## config.mk

```make
export PLATFORM = sky130hd
export DESIGN_NAME = decimal_seven_segment_shift_driver_top_flat
export DESIGN_NICKNAME = d
export VERILOG_FILES = /design/src/rtl/dsssd_pkg.sv /design/src/rtl/dsssd_if.sv /design/src/rtl/dsssd_conv.sv /design/src/rtl/dsssd_cell.sv /design/src/rtl/decimal_seven_segment_shift_driver_top.sv /design/src/flat_wrapper.sv
export SDC_FILE = /design/constraint.sdc
export NUM_CORES = 1
export LEC_CHECK = 0
export ABC_CLOCK_PERIOD_IN_PS = 6400
export BUFFER_PORTS_ARGS = -buffer_cell sky130_fd_sc_hd__buf_2
export CAP_MARGIN = 0
export CORE_ASPECT_RATIO = 0.9
export CORE_MARGIN = 2
export CORE_UTILIZATION = 60
export DETAILED_ROUTE_END_ITERATION = 10
export PLACE_DENSITY = 0.8
export REMOVE_ABC_BUFFERS = 1
export SLEW_MARGIN = 20
export SYNTH_ARGS = -nofsm -noshare
export SYNTH_HDL_FRONTEND = slang
export SYNTH_HIERARCHICAL = 1
export SYNTH_SLANG_ARGS = --single-unit
export TNS_END_PERCENT = 50
```

## constraint.sdc

```tcl
create_clock -name i_clk -period 6.4 [get_ports i_clk]
set_input_delay 0.32 -clock i_clk [delete_from_list [all_inputs] [get_ports i_clk]]
set_output_delay 0.32 -clock i_clk [all_outputs]
set_load 0.005 [all_outputs]
```

## src/rtl/dsssd_pkg.sv

```systemverilog
// Package for the decimal seven-segment shift driver.
// Holds chain sizing, command codes, segment tables and shared types.
// Depends on nothing; every other file in rtl uses it.
package dsssd_pkg;

    localparam int CHAIN_BITS = 32;
    localparam int MAX_OUT    = 32;
    localparam int N_OUT      = (CHAIN_BITS > MAX_OUT) ? MAX_OUT :
                                ((CHAIN_BITS < 1) ? 1 : CHAIN_BITS);
    localparam int LEFT_W     = $clog2(N_OUT + 1);

    localparam int WORD_W  = 32;
    localparam int NUM_W   = 16;
    localparam int DIGIT_W = 4;
    localparam int BCD_W   = 3 * DIGIT_W;
    localparam int STEP_W  = $clog2(NUM_W);

    localparam logic CMD_RAW    = 1'b0;
    localparam logic CMD_NUMBER = 1'b1;

    typedef enum logic [1:0] {
        S_EMPTY,
        S_CONV,
        S_FULL
    } t_conv_state;

    typedef struct packed {
        logic load;
        logic shift;
    } t_cell_ctl;

    // Hundreds and units displays: PCDE--------GFAB
    function automatic logic [15:0] seg_hi(input logic [DIGIT_W-1:0] digit);
        logic [15:0] pat;
        unique case (digit)
            4'd0:    pat = 16'h7007;
            4'd1:    pat = 16'h4001;
            4'd2:    pat = 16'h300B;
            4'd3:    pat = 16'h600B;
            4'd4:    pat = 16'h400D;
            4'd5:    pat = 16'h600E;
            4'd6:    pat = 16'h700E;
            4'd7:    pat = 16'h4003;
            4'd8:    pat = 16'h700F;
            4'd9:    pat = 16'h600F;
            default: pat = 16'h0000;
        endcase
        return pat;
    endfunction

    // Tens display: ----PCDEGFAB----
    function automatic logic [15:0] seg_mid(input logic [DIGIT_W-1:0] digit);
        logic [15:0] pat;
        unique case (digit)
            4'd0:    pat = 16'h0770;
            4'd1:    pat = 16'h0410;
            4'd2:    pat = 16'h03B0;
            4'd3:    pat = 16'h06B0;
            4'd4:    pat = 16'h04D0;
            4'd5:    pat = 16'h06E0;
            4'd6:    pat = 16'h07E0;
            4'd7:    pat = 16'h0430;
            4'd8:    pat = 16'h07F0;
            4'd9:    pat = 16'h06F0;
            default: pat = 16'h0000;
        endcase
        return pat;
    endfunction

endpackage

```

## src/rtl/dsssd_if.sv

```systemverilog
// Stream interfaces of the decimal seven-segment shift driver.
// Input channel carries one command; output channel one serial bit.
// Depends on dsssd_pkg for field widths.
interface dsssd_in_if;
    logic                          valid;
    logic                          ready;
    logic                          command;
    logic [dsssd_pkg::WORD_W-1:0]  raw_word;
    logic [dsssd_pkg::NUM_W-1:0]   number;

    modport source (output valid, output command, output raw_word, output number,
                    input ready);
    modport sink   (input valid, input command, input raw_word, input number,
                    output ready);
endinterface

interface dsssd_out_if;
    logic valid;
    logic ready;
    logic serial_bit;
    logic latch_after;

    modport source (output valid, output serial_bit, output latch_after, input ready);
    modport sink   (input valid, input serial_bit, input latch_after, output ready);
endinterface

```

## src/rtl/dsssd_conv.sv

```systemverilog
// Front stage: takes a command, converts a number to three BCD digits by
// shift-and-add-3 (one bit a cycle), and holds the segment word for the chain.
// Depends on dsssd_pkg and dsssd_if.
module dsssd_conv (
    input  logic                         i_clk,
    input  logic                         i_rst_n,
    dsssd_in_if.sink                     i_in,
    input  logic                         i_take,
    output logic                         o_word_valid,
    output logic [dsssd_pkg::WORD_W-1:0] o_word
);

    dsssd_pkg::t_conv_state r_state, n_state;

    logic                          r_cmd;
    logic [dsssd_pkg::WORD_W-1:0]  r_raw;
    logic [dsssd_pkg::NUM_W-1:0]   r_num;
    logic [dsssd_pkg::BCD_W-1:0]   r_bcd;
    logic [dsssd_pkg::STEP_W-1:0]  r_step;

    logic                          accept;
    logic                          last_step;
    logic [dsssd_pkg::BCD_W-1:0]   bcd_adj;

    assign accept    = i_in.valid && i_in.ready;
    assign last_step = (r_step == dsssd_pkg::STEP_W'(dsssd_pkg::NUM_W - 1));

    // Add 3 to each digit of 5 or more before the shift.
    always_comb begin
        for (int d = 0; d < 3; d++) begin
            if (r_bcd[d*dsssd_pkg::DIGIT_W +: dsssd_pkg::DIGIT_W] >= 4'd5) begin
                bcd_adj[d*dsssd_pkg::DIGIT_W +: dsssd_pkg::DIGIT_W] =
                    r_bcd[d*dsssd_pkg::DIGIT_W +: dsssd_pkg::DIGIT_W] + 4'd3;
            end else begin
                bcd_adj[d*dsssd_pkg::DIGIT_W +: dsssd_pkg::DIGIT_W] =
                    r_bcd[d*dsssd_pkg::DIGIT_W +: dsssd_pkg::DIGIT_W];
            end
        end
    end

    // Next state
    always_comb begin
        n_state = r_state;
        unique case (r_state)
            dsssd_pkg::S_EMPTY: begin
                if (accept) begin
                    n_state = (i_in.command == dsssd_pkg::CMD_NUMBER) ?
                              dsssd_pkg::S_CONV : dsssd_pkg::S_FULL;
                end
            end
            dsssd_pkg::S_CONV: begin
                if (last_step) begin
                    n_state = dsssd_pkg::S_FULL;
                end
            end
            dsssd_pkg::S_FULL: begin
                if (accept) begin
                    n_state = (i_in.command == dsssd_pkg::CMD_NUMBER) ?
                              dsssd_pkg::S_CONV : dsssd_pkg::S_FULL;
                end else if (i_take) begin
                    n_state = dsssd_pkg::S_EMPTY;
                end
            end
            default: n_state = dsssd_pkg::S_EMPTY;
        endcase
    end

    // Outputs
    always_comb begin
        i_in.ready   = 1'b0;
        o_word_valid = 1'b0;
        unique case (r_state)
            dsssd_pkg::S_EMPTY: i_in.ready = 1'b1;
            dsssd_pkg::S_CONV:  i_in.ready = 1'b0;
            dsssd_pkg::S_FULL: begin
                o_word_valid = 1'b1;
                i_in.ready   = i_take;
            end
            default: i_in.ready = 1'b0;
        endcase
    end

    always_comb begin
        if (r_cmd == dsssd_pkg::CMD_NUMBER) begin
            o_word = {dsssd_pkg::seg_hi(r_bcd[11:8]), 16'h0000}
                   | {16'h0000, dsssd_pkg::seg_mid(r_bcd[7:4])}
                   | {16'h0000, dsssd_pkg::seg_hi(r_bcd[3:0])};
        end else begin
            o_word = r_raw;
        end
    end

    always_ff @(posedge i_clk) begin
        if (!i_rst_n) begin
            r_state <= dsssd_pkg::S_EMPTY;
            r_step  <= '0;
        end else begin
            r_state <= n_state;
            if (accept) begin
                r_step <= '0;
            end else if (r_state == dsssd_pkg::S_CONV) begin
                r_step <= r_step + 1'b1;
            end
        end
    end

    // Payload: load on transfer, then shift the number into the digits.
    always_ff @(posedge i_clk) begin
        if (accept) begin
            r_cmd <= i_in.command;
            r_raw <= i_in.raw_word;
            r_num <= i_in.number;
            r_bcd <= '0;
        end else if (r_state == dsssd_pkg::S_CONV) begin
            r_bcd <= {bcd_adj[dsssd_pkg::BCD_W-2:0], r_num[dsssd_pkg::NUM_W-1]};
            r_num <= {r_num[dsssd_pkg::NUM_W-2:0], 1'b0};
        end
    end

endmodule

```

## src/rtl/dsssd_cell.sv

```systemverilog
// One bit cell of the shift chain: loads a word bit or takes its neighbor's bit.
// Depends on dsssd_pkg for the control struct.
module dsssd_cell (
    input  logic                  i_clk,
    input  dsssd_pkg::t_cell_ctl  i_ctl,
    input  logic                  i_load_bit,
    input  logic                  i_next_bit,
    output logic                  o_bit
);

    logic r_bit;

    always_ff @(posedge i_clk) begin
        if (i_ctl.load) begin
            r_bit <= i_load_bit;
        end else if (i_ctl.shift) begin
            r_bit <= i_next_bit;
        end
    end

    assign o_bit = r_bit;

endmodule

```

## src/rtl/decimal_seven_segment_shift_driver_top.sv

```systemverilog
// Top level of the decimal seven-segment shift driver.
// Instantiates dsssd_conv and a row of dsssd_cell; uses dsssd_pkg and dsssd_if.
//
//   channel | dir | fields                          | one transfer
//   --------+-----+---------------------------------+------------------------------
//   i_in    | in  | command, raw_word[31:0],        | one raw word or one number
//           |     | number[15:0]                    |
//   o_out   | out | serial_bit, latch_after         | one bit of the word, LSB first
//
// Each item gives 32 output transfers, one a cycle while o_out is not stalled;
// the chain length sets the sustained rate.
// A number is converted in the front stage one binary bit a cycle, hidden
// behind the previous item's shifting; a raw word is ready in the cycle after its transfer.
// Reset (synchronous, active low) empties the front stage and the chain.
// A stall on o_out holds the chain; the front stage keeps one word waiting and
// accepts the next item in the cycle the chain takes that word.
module decimal_seven_segment_shift_driver_top (
    input  logic        i_clk,
    input  logic        i_rst_n,
    dsssd_in_if.sink    i_in,
    dsssd_out_if.source o_out
);

    localparam int N = dsssd_pkg::N_OUT;

    // Front stage handshake toward the chain.
    logic                         word_valid;
    logic [dsssd_pkg::WORD_W-1:0] word;
    logic                         take;

    // Bits left to send of the item now in the chain.
    logic [dsssd_pkg::LEFT_W-1:0] r_left;

    logic                         out_xfer;
    logic                         chain_free;
    dsssd_pkg::t_cell_ctl         cell_ctl;
    logic [N-1:0]                 cell_bit;
    logic [N-1:0]                 cell_next;

    dsssd_conv u_conv (
        .i_clk        (i_clk),
        .i_rst_n      (i_rst_n),
        .i_in         (i_in),
        .i_take       (take),
        .o_word_valid (word_valid),
        .o_word       (word)
    );

    assign out_xfer   = o_out.valid && o_out.ready;
    // The chain is free when empty or when its last bit leaves this cycle.
    assign chain_free = (r_left == '0)
                     || ((r_left == dsssd_pkg::LEFT_W'(1)) && out_xfer);
    assign take       = chain_free && word_valid;

    assign cell_ctl.load  = take;
    assign cell_ctl.shift = out_xfer;

    // Row of cells: cell 0 drives the output, each cell takes its upper neighbor.
    for (genvar g = 0; g < N; g++) begin : g_cell
        if (g == N - 1) begin : g_end
            assign cell_next[g] = 1'b0;
        end else begin : g_mid
            assign cell_next[g] = cell_bit[g+1];
        end

        dsssd_cell u_cell (
            .i_clk      (i_clk),
            .i_ctl      (cell_ctl),
            .i_load_bit (word[g]),
            .i_next_bit (cell_next[g]),
            .o_bit      (cell_bit[g])
        );
    end

    // Count down one per output transfer; reload on take.
    always_ff @(posedge i_clk) begin
        if (!i_rst_n) begin
            r_left <= '0;
        end else if (take) begin
            r_left <= dsssd_pkg::LEFT_W'(N);
        end else if (out_xfer) begin
            r_left <= r_left - 1'b1;
        end
    end

    assign o_out.valid       = (r_left != '0);
    assign o_out.serial_bit  = cell_bit[0];
    // Mark the final bit so the latch pulse follows it.
    assign o_out.latch_after = (r_left == dsssd_pkg::LEFT_W'(1));

endmodule
```

## src/flat_wrapper.sv

```systemverilog
// flat-port wrapper written by rule: the top's interface ports become plain ports
module decimal_seven_segment_shift_driver_top_flat 
  (i_clk, i_rst_n, i_in_valid, i_in_command, i_in_raw_word, i_in_number, i_in_ready, o_out_valid, o_out_serial_bit, o_out_latch_after, o_out_ready);
  dsssd_in_if i_in_i ();
  dsssd_out_if o_out_i ();
  input  logic i_clk;
  input  logic i_rst_n;
  input wire logic [$bits(i_in_i.valid)-1:0] i_in_valid;
  input wire logic [$bits(i_in_i.command)-1:0] i_in_command;
  input wire logic [$bits(i_in_i.raw_word)-1:0] i_in_raw_word;
  input wire logic [$bits(i_in_i.number)-1:0] i_in_number;
  output wire logic [$bits(i_in_i.ready)-1:0] i_in_ready;
  output wire logic [$bits(o_out_i.valid)-1:0] o_out_valid;
  output wire logic [$bits(o_out_i.serial_bit)-1:0] o_out_serial_bit;
  output wire logic [$bits(o_out_i.latch_after)-1:0] o_out_latch_after;
  input wire logic [$bits(o_out_i.ready)-1:0] o_out_ready;
  assign i_in_i.valid = i_in_valid;
  assign i_in_i.command = i_in_command;
  assign i_in_i.raw_word = i_in_raw_word;
  assign i_in_i.number = i_in_number;
  assign i_in_ready = i_in_i.ready;
  assign o_out_valid = o_out_i.valid;
  assign o_out_serial_bit = o_out_i.serial_bit;
  assign o_out_latch_after = o_out_i.latch_after;
  assign o_out_i.ready = o_out_ready;
  decimal_seven_segment_shift_driver_top u_core (.i_clk(i_clk), .i_rst_n(i_rst_n), .i_in(i_in_i), .o_out(o_out_i));
endmodule
```

==> impl_metrics.toml, run 1 <==
[detailed_routing]
drc = 0
wl_um = 11600
first_iter_violations = 236
wire_per_inst_um = 16.1
via_per_inst = 5.55
ant_nets = 0
dr_total_vias = 4010
firstDrtPassIters = 6

[worst_hold_path]
hp-class = "input pin to register"
min_delay_path_depth = 1

[floorplanning]
dieArea_mm2 = 0.0112
die_h_um = 100
core_area_mm2 = 0.0102
core.rowCount = 35
start_util_pct = 61.0
die_w_um = 111
io_pins = 57

[worst_setup_path]
crit_path_max_incr_delay_ns = 0.60
cp.required_ns = 6.74
ff2ff_path_depth = 12
cp-end-kind = "register"
cp-start-kind = "register"
crit_cells = 12
crit_path_cell_trace = "inv_1 -> ha_1 -> a21oi_1 -> and3b_4 -> and2b_1 -> or2_4 -> inv_2 -> buf_4 -> a21o_2 -> inv_1 -> or4_4 -> o211ai_2"
critPathTopFamily = "simple AND/OR/NAND/NOR gates"
critPathBufInv = 4
cp_max_fo = 41
worstSetupPathType = "register to register"
worst_ep_arrival_time_ns = 3.98
timing.critical_path.slowest_stage_cell = "inv_2"
r2r_slack_ns = 2.76
crit_top_cell = "inv_1"

[finish]
fin_area_mm2 = 0.00716
n_fill_cell = 726
drive_gt1_share_pct = 28.7
utilization_pct = 70.5
syn2layout_area_growth_pct = 15.5
antenna_cells = 0
finalNetCount = 661

[clock_tree]
postCtsSetupBuffers = 0
cts_hold_buf = 0
clock-sinks = 126
cts_tree = "built"
root_buffer = "clkbuf_16"
clk_latency_ns = 0.42
h-tree-depth = 4
cts_resized = 0
cts_buffers = 17
clkSlewWorstSetupHoldPaths_ns = 0.06
cts_buffer_depth = 2

[global_routing]
globalRouteTotalUtil_pct = 22.2
grt_pass1_wl_um = 19300
grt_pass1_vias = 4099
grt_max_degree = 67
grt-ovfl-total = 0
antenna_found_initial = 0

[yosys]
ys.flop_type = "edfxtp_1"
async_reset_ff_share_pct = 0
synthDominantCellAreaShare_pct = 39.2
synth.area.top_cells = "edfxtp_1 (39%), dfxtp_1 (15%), mux2_4 (8.0%), ha_1 (5.6%), nand2_1 (3.9%)"
synth.distinct_cells = 62
synthCells = 516
post-synth-top-count-cell = "edfxtp_1"
avgSynthCellArea_um2 = 12.0
synth_top_area_cell = "edfxtp_1"
ys_ff_latch = 126
synth_edf_count = 81
yosys_warnings = 6
netlist_area_mm2 = 0.00620
synthTopCellsByCount = "edfxtp_1 (81), nand2_1 (64), dfxtp_1 (45), or2_1 (34), mux2_4 (33)"
ys_seq_area_share_pct = 53.8

[pwr]
finalPower_w = 0.00278
netSwitchingFraction_pct = 26.6
clockPowerShare_pct = 33.4
p_comb_share_pct = 23.7
ir_worst_vdd_mv = 0.345
switchingPower_w = 0.000739
p_leak_nw = 2.95
internal_power_w = 0.00204
p_per_area_mw_per_mm2 = 388
p_seq_share_pct = 42.9

[sta]
fin_crit_sh_pct = 56.9
rsz0062_at_grt = "no"
relSlewSlack_pct = 40.2
tns_ns = 0
slew_violations = 0
worst_slew_pin_slew_ns = 0.895
setup_viol = 0
max_freq_ghz = 0.275
period_needed_ns = 3.64
hold_viol = 0
finClkSkew_ns = 0.00792

[placed_design]
dpl.hpwl_um = 7280
place_area_mm2 = 0.00659
io_buffers = 56
finalWeightedCongestion = 0.816

[run]
max_cap_viol_count = 0

[run_status]
status = "finished clean"
==> final cells by class <==
| cell class | instances | area [um2] | area share (%) |
|---|---|---|---|
| Timing Repair Buffer | 60 | 310 | 4.33 |
| Tap cell | 129 | 161 | 2.25 |
| Multi-Input combinational cell | 344 | 2670 | 37.2 |
| Clock buffer | 17 | 425 | 5.94 |
| Sequential cell | 126 | 3330 | 46.5 |
| Clock inverter | 15 | 148 | 2.06 |
| Inverter | 31 | 116 | 1.63 |
==> per-layer routing <==
layer	up-vias	track usage (%)	wire length [um]
li1	1972	-	-
met1	1917	26.7	5100
met2	101	37.4	5820
met3	20	5.50	451
met4	0	11.8	230
met5	-	0	0
==> path summary, 6_finish.rpt <==
kind                                         startpoint                 endpoint
worst max-delay path                   u_core/r_left[0]                 register
worst max register to register         u_core/r_left[0]                 register
worst min register to register  u_core/u_conv/r_num[15]   u_core/u_conv/r_bcd[0]
worst min-delay path                  i_in_raw_word[31]  u_core/u_conv/r_raw[31]
==> layout by cell type, fill, tap and decap left out, drive strengths merged, types with 2 or more instances in the layout <==
cell type,instances
a211oi,12
or2,37
nor3b,5
a221oi,2
a21oi,9
clkinv,6
o21ai,21
o22ai,18
dfxtp,45
xnor2,4
clkbuf,17
nand3,5
nor4,2
nand2,64
a21o,6
nand2b,5
buf,60
mux2,54
o211ai,2
and2b,2
a22oi,4
a2bb2oi,5
nor3,2
xor2,2
and3,3
clkinvlp,6
nor2,19
bufinv,2
edfxtp,81
nor2b,15
and2,3
a2111oi,3
ha,28
inv,32
o31ai,2
==> power groups by stage <==
stage | clock network, W | registers [W] | logic [W]
after global routing | 0.000975 | 0.00121 | 0.000721
after global placement | 0 | 0.00120 | 0.000626
after detailed placement | 0 | 0.00121 | 0.000653
final | 0.000928 | 0.00119 | 0.000659
after CTS | 0.000942 | 0.00119 | 0.000664
after floorplan | 0 | 0.00118 | 0.000515
==> cells by family after synthesis <==
group,Yosys count,synth area share [%]
fa+ha+maj,28,5.65
xor+xnor,6,0.847
buf+inv,46,3.31
mux,54,11.8
flops,126,53.8
other cells,1,0.0605
compound gates,87,10.1
simple gates,168,14.4
==> metrics by stage <==
stage | setup slack, ns | hold WS, ns | instances
after floorplan | 2.75 | 0.419 | 501
final | 2.76 | 0.0714 | 722
after detailed placement | 2.81 | 0.462 | 690
after CTS | 2.76 | 0.0591 | 722
after global placement | 2.93 | 0.456 | 690
after global routing | 2.55 | 0.0605 | 722
(Power assumes the default switching activity.)
==> run 2, diff against run 1 <==
--- a/config.mk
+++ b/config.mk
@@ -5,14 +5,14 @@
 export SDC_FILE = /design/constraint.sdc
 export NUM_CORES = 1
 export LEC_CHECK = 0
-export ABC_CLOCK_PERIOD_IN_PS = 6400
+export ABC_CLOCK_PERIOD_IN_PS = 3600
 export BUFFER_PORTS_ARGS = -buffer_cell sky130_fd_sc_hd__buf_2
 export CAP_MARGIN = 0
 export CORE_ASPECT_RATIO = 0.9
 export CORE_MARGIN = 2
-export CORE_UTILIZATION = 60
+export CORE_UTILIZATION = 59
 export DETAILED_ROUTE_END_ITERATION = 10
-export PLACE_DENSITY = 0.8
+export PLACE_DENSITY = 0.79
 export REMOVE_ABC_BUFFERS = 1
 export SLEW_MARGIN = 20
 export SYNTH_ARGS = -nofsm -noshare
==> constraint.sdc (replaced) <==
create_clock -name i_clk -period 3.6 [get_ports i_clk]
set_input_delay 0.18 -clock i_clk [delete_from_list [all_inputs] [get_ports i_clk]]
set_output_delay 0.18 -clock i_clk [all_outputs]
set_load 0.005 [all_outputs]
==> run 2 against run 1 <==
Compared with the run above: setup slack got worse by 2.3 ns; maximum frequency is 14% higher; first-iteration DRC count is 15% lower; clock skew rose by 0.00052 ns; via count is 3.2% higher; cell area increased by 6.0%; hold slack worse by 0.045 ns; sequential share of layout area is 2.6 points lower; sequential power grew 79%; clock power rose by 100%; largest cell class unchanged.
==> impl_metrics.toml, run 2 (synthesized netlist as in run 1, its figures left out) <==
[run_status]
status = "finished clean"

[worst_setup_path]
worstSetupPathType = "register to register"
cp_max_fo = 22
cp-end-kind = "register"
worst_ep_arrival_time_ns = 3.47
cp.required_ns = 3.88
cp-start-kind = "register"

[finish]
antenna_cells = 0
n_fill_cell = 705
syn2layout_area_growth_pct = 22.4
final_cell_mix = "edfxtp_1 (81), nand2_1 (64), buf_2 (56)"
mostFrequentLayoutCell = "edfxtp_1"
final_cells = 757
drive_gt1_share_pct = 27.1
finalNetCount = 696

[global_routing]
antenna_found_initial = 0
grt_max_degree = 67
grt-ovfl-total = 0
globalRouteTotalUtil_pct = 22.5
grt_pass1_vias = 4163
grt_pass1_wl_um = 19800

[detailed_routing]
ant_nets = 0
via_per_inst = 5.47
drc = 0
wire_per_inst_um = 16.2
firstDrtPassIters = 5
dr_total_vias = 4138
first_iter_violations = 200
wl_um = 12300

[placed_design]
dpl.hpwl_um = 7320
pre_cts_ws_ns = 0.475
io_buffers = 56
dp_cells = 692
finalWeightedCongestion = 0.864

[clock_tree]
root_buffer = "clkbuf_16"
cts_buffers = 17
cts_hold_buf = 33
cts_resized = 0
h-tree-depth = 4
clock-sinks = 126
clkSlewWorstSetupHoldPaths_ns = 0.06
cts_buffer_depth = 2
clk_latency_ns = 0.41
postCtsSetupBuffers = 0
cts_tree = "built"

[floorplanning]
io_pins = 57
die_h_um = 101
die_w_um = 112
core_area_mm2 = 0.0102
core.rowCount = 35
start_util_pct = 60.5
dieArea_mm2 = 0.0113

[sta]
period_needed_ns = 3.19
tns_ns = 0
worst_slew_pin_slew_ns = 0.860
finClkSkew_ns = 0.00844
slew_violations = 0
relSlewSlack_pct = 42.7
max_freq_ghz = 0.314
setup_viol = 0
hold_viol = 0
fin_crit_sh_pct = 88.6
worst_slack_ns = 0.411
rsz0062_at_grt = "no"

[pwr]
finalPower_w = 0.00523
ir_worst_vdd_mv = 0.652
p_leak_nw = 3.15
p_per_area_mw_per_mm2 = 689

[run]
max_cap_viol_count = 0

[worst_hold_path]
hp-class = "input pin to register"
-- run 2: cell types whose count changed in the layout (fill, tap and decap cells not counted) --
cell / previous run / this run
buf_4: 4 / 6
bufinv_16: 2 / 5
clkbuf_1: 0 / 2
clkbuf_8: 0 / 3
clkinv_2: 5 / 2
clkinv_4: 1 / 2
clkinvlp_4: 6 / 1
dlygate4sd3_1: 0 / 33
inv_6: 1 / 0
-- run 2: path summary, 6_finish.rpt --
path	start	end	slack [ns]	depth (start not counted)
hold / removal	i_in_number[9]	u_core/u_conv/r_num[9]	0.03	3
setup reg to reg	u_core/r_left[0]	register	0.41	12
hold reg to reg	u_core/u_conv/r_step[1]	u_core/u_conv/r_step[1]	0.50	2
setup / recovery	u_core/r_left[0]	register	0.41	12
-- run 2: power breakdown --
group	leakage [nW]	total (W)	internal, W	switching (W)
clock	0.320	0.00189	0.00128	0.000602
combinational	1.68	0.00122	0.000659	0.000556
sequential	1.14	0.00213	0.00198	0.000145
total	3.15	0.00523	0.00392	0.00130
-- run 2: per-layer routing --
layer / GRT usage (%) / up-vias / wire (um)
met5: 0 / - / 0
met4: 7.60 / 0 / 144
met3: 5.75 / 13 / 535
met2: 39.9 / 103 / 6170
met1: 27.3 / 1980 / 5440
li1: - / 2042 / -
-- run 2: final cells by class --
class | instances | area (um2) | area share [%]
Clock buffer | 22 | 474 | 6.25
Clock inverter | 10 | 185 | 2.44
Inverter | 31 | 116 | 1.53
Multi-Input combinational cell | 344 | 2670 | 35.1
Sequential cell | 126 | 3330 | 43.9
Tap cell | 129 | 161 | 2.13
Timing Repair Buffer | 95 | 656 | 8.64
-- run 2: stage by stage --
| step | hold WS, ns | cell area [um2] | util [%] |
|---|---|---|---|
| floorplan | 0.279 | 6110 | - |
| global placement | 0.356 | 6600 | 64.4 |
| detailed placement | 0.358 | 6600 | 64.4 |
| CTS | 0.0133 | 7590 | 74.1 |
| global route | 0.0336 | 7590 | 74.1 |
| finish | 0.0259 | 7590 | 74.1 |
-- run 2: critical path, stage by stage, from the launching register on --
cell     delay (ns)
dfxtp_1        0.41
inv_1          0.09
ha_1           0.30
a21oi_1        0.15
and3b_4        0.21
and2b_1        0.22
or2_4          0.29
inv_2          0.21
o31ai_1        0.44
inv_1          0.17
ha_1           0.23
a22oi_1        0.21
o22ai_1        0.12
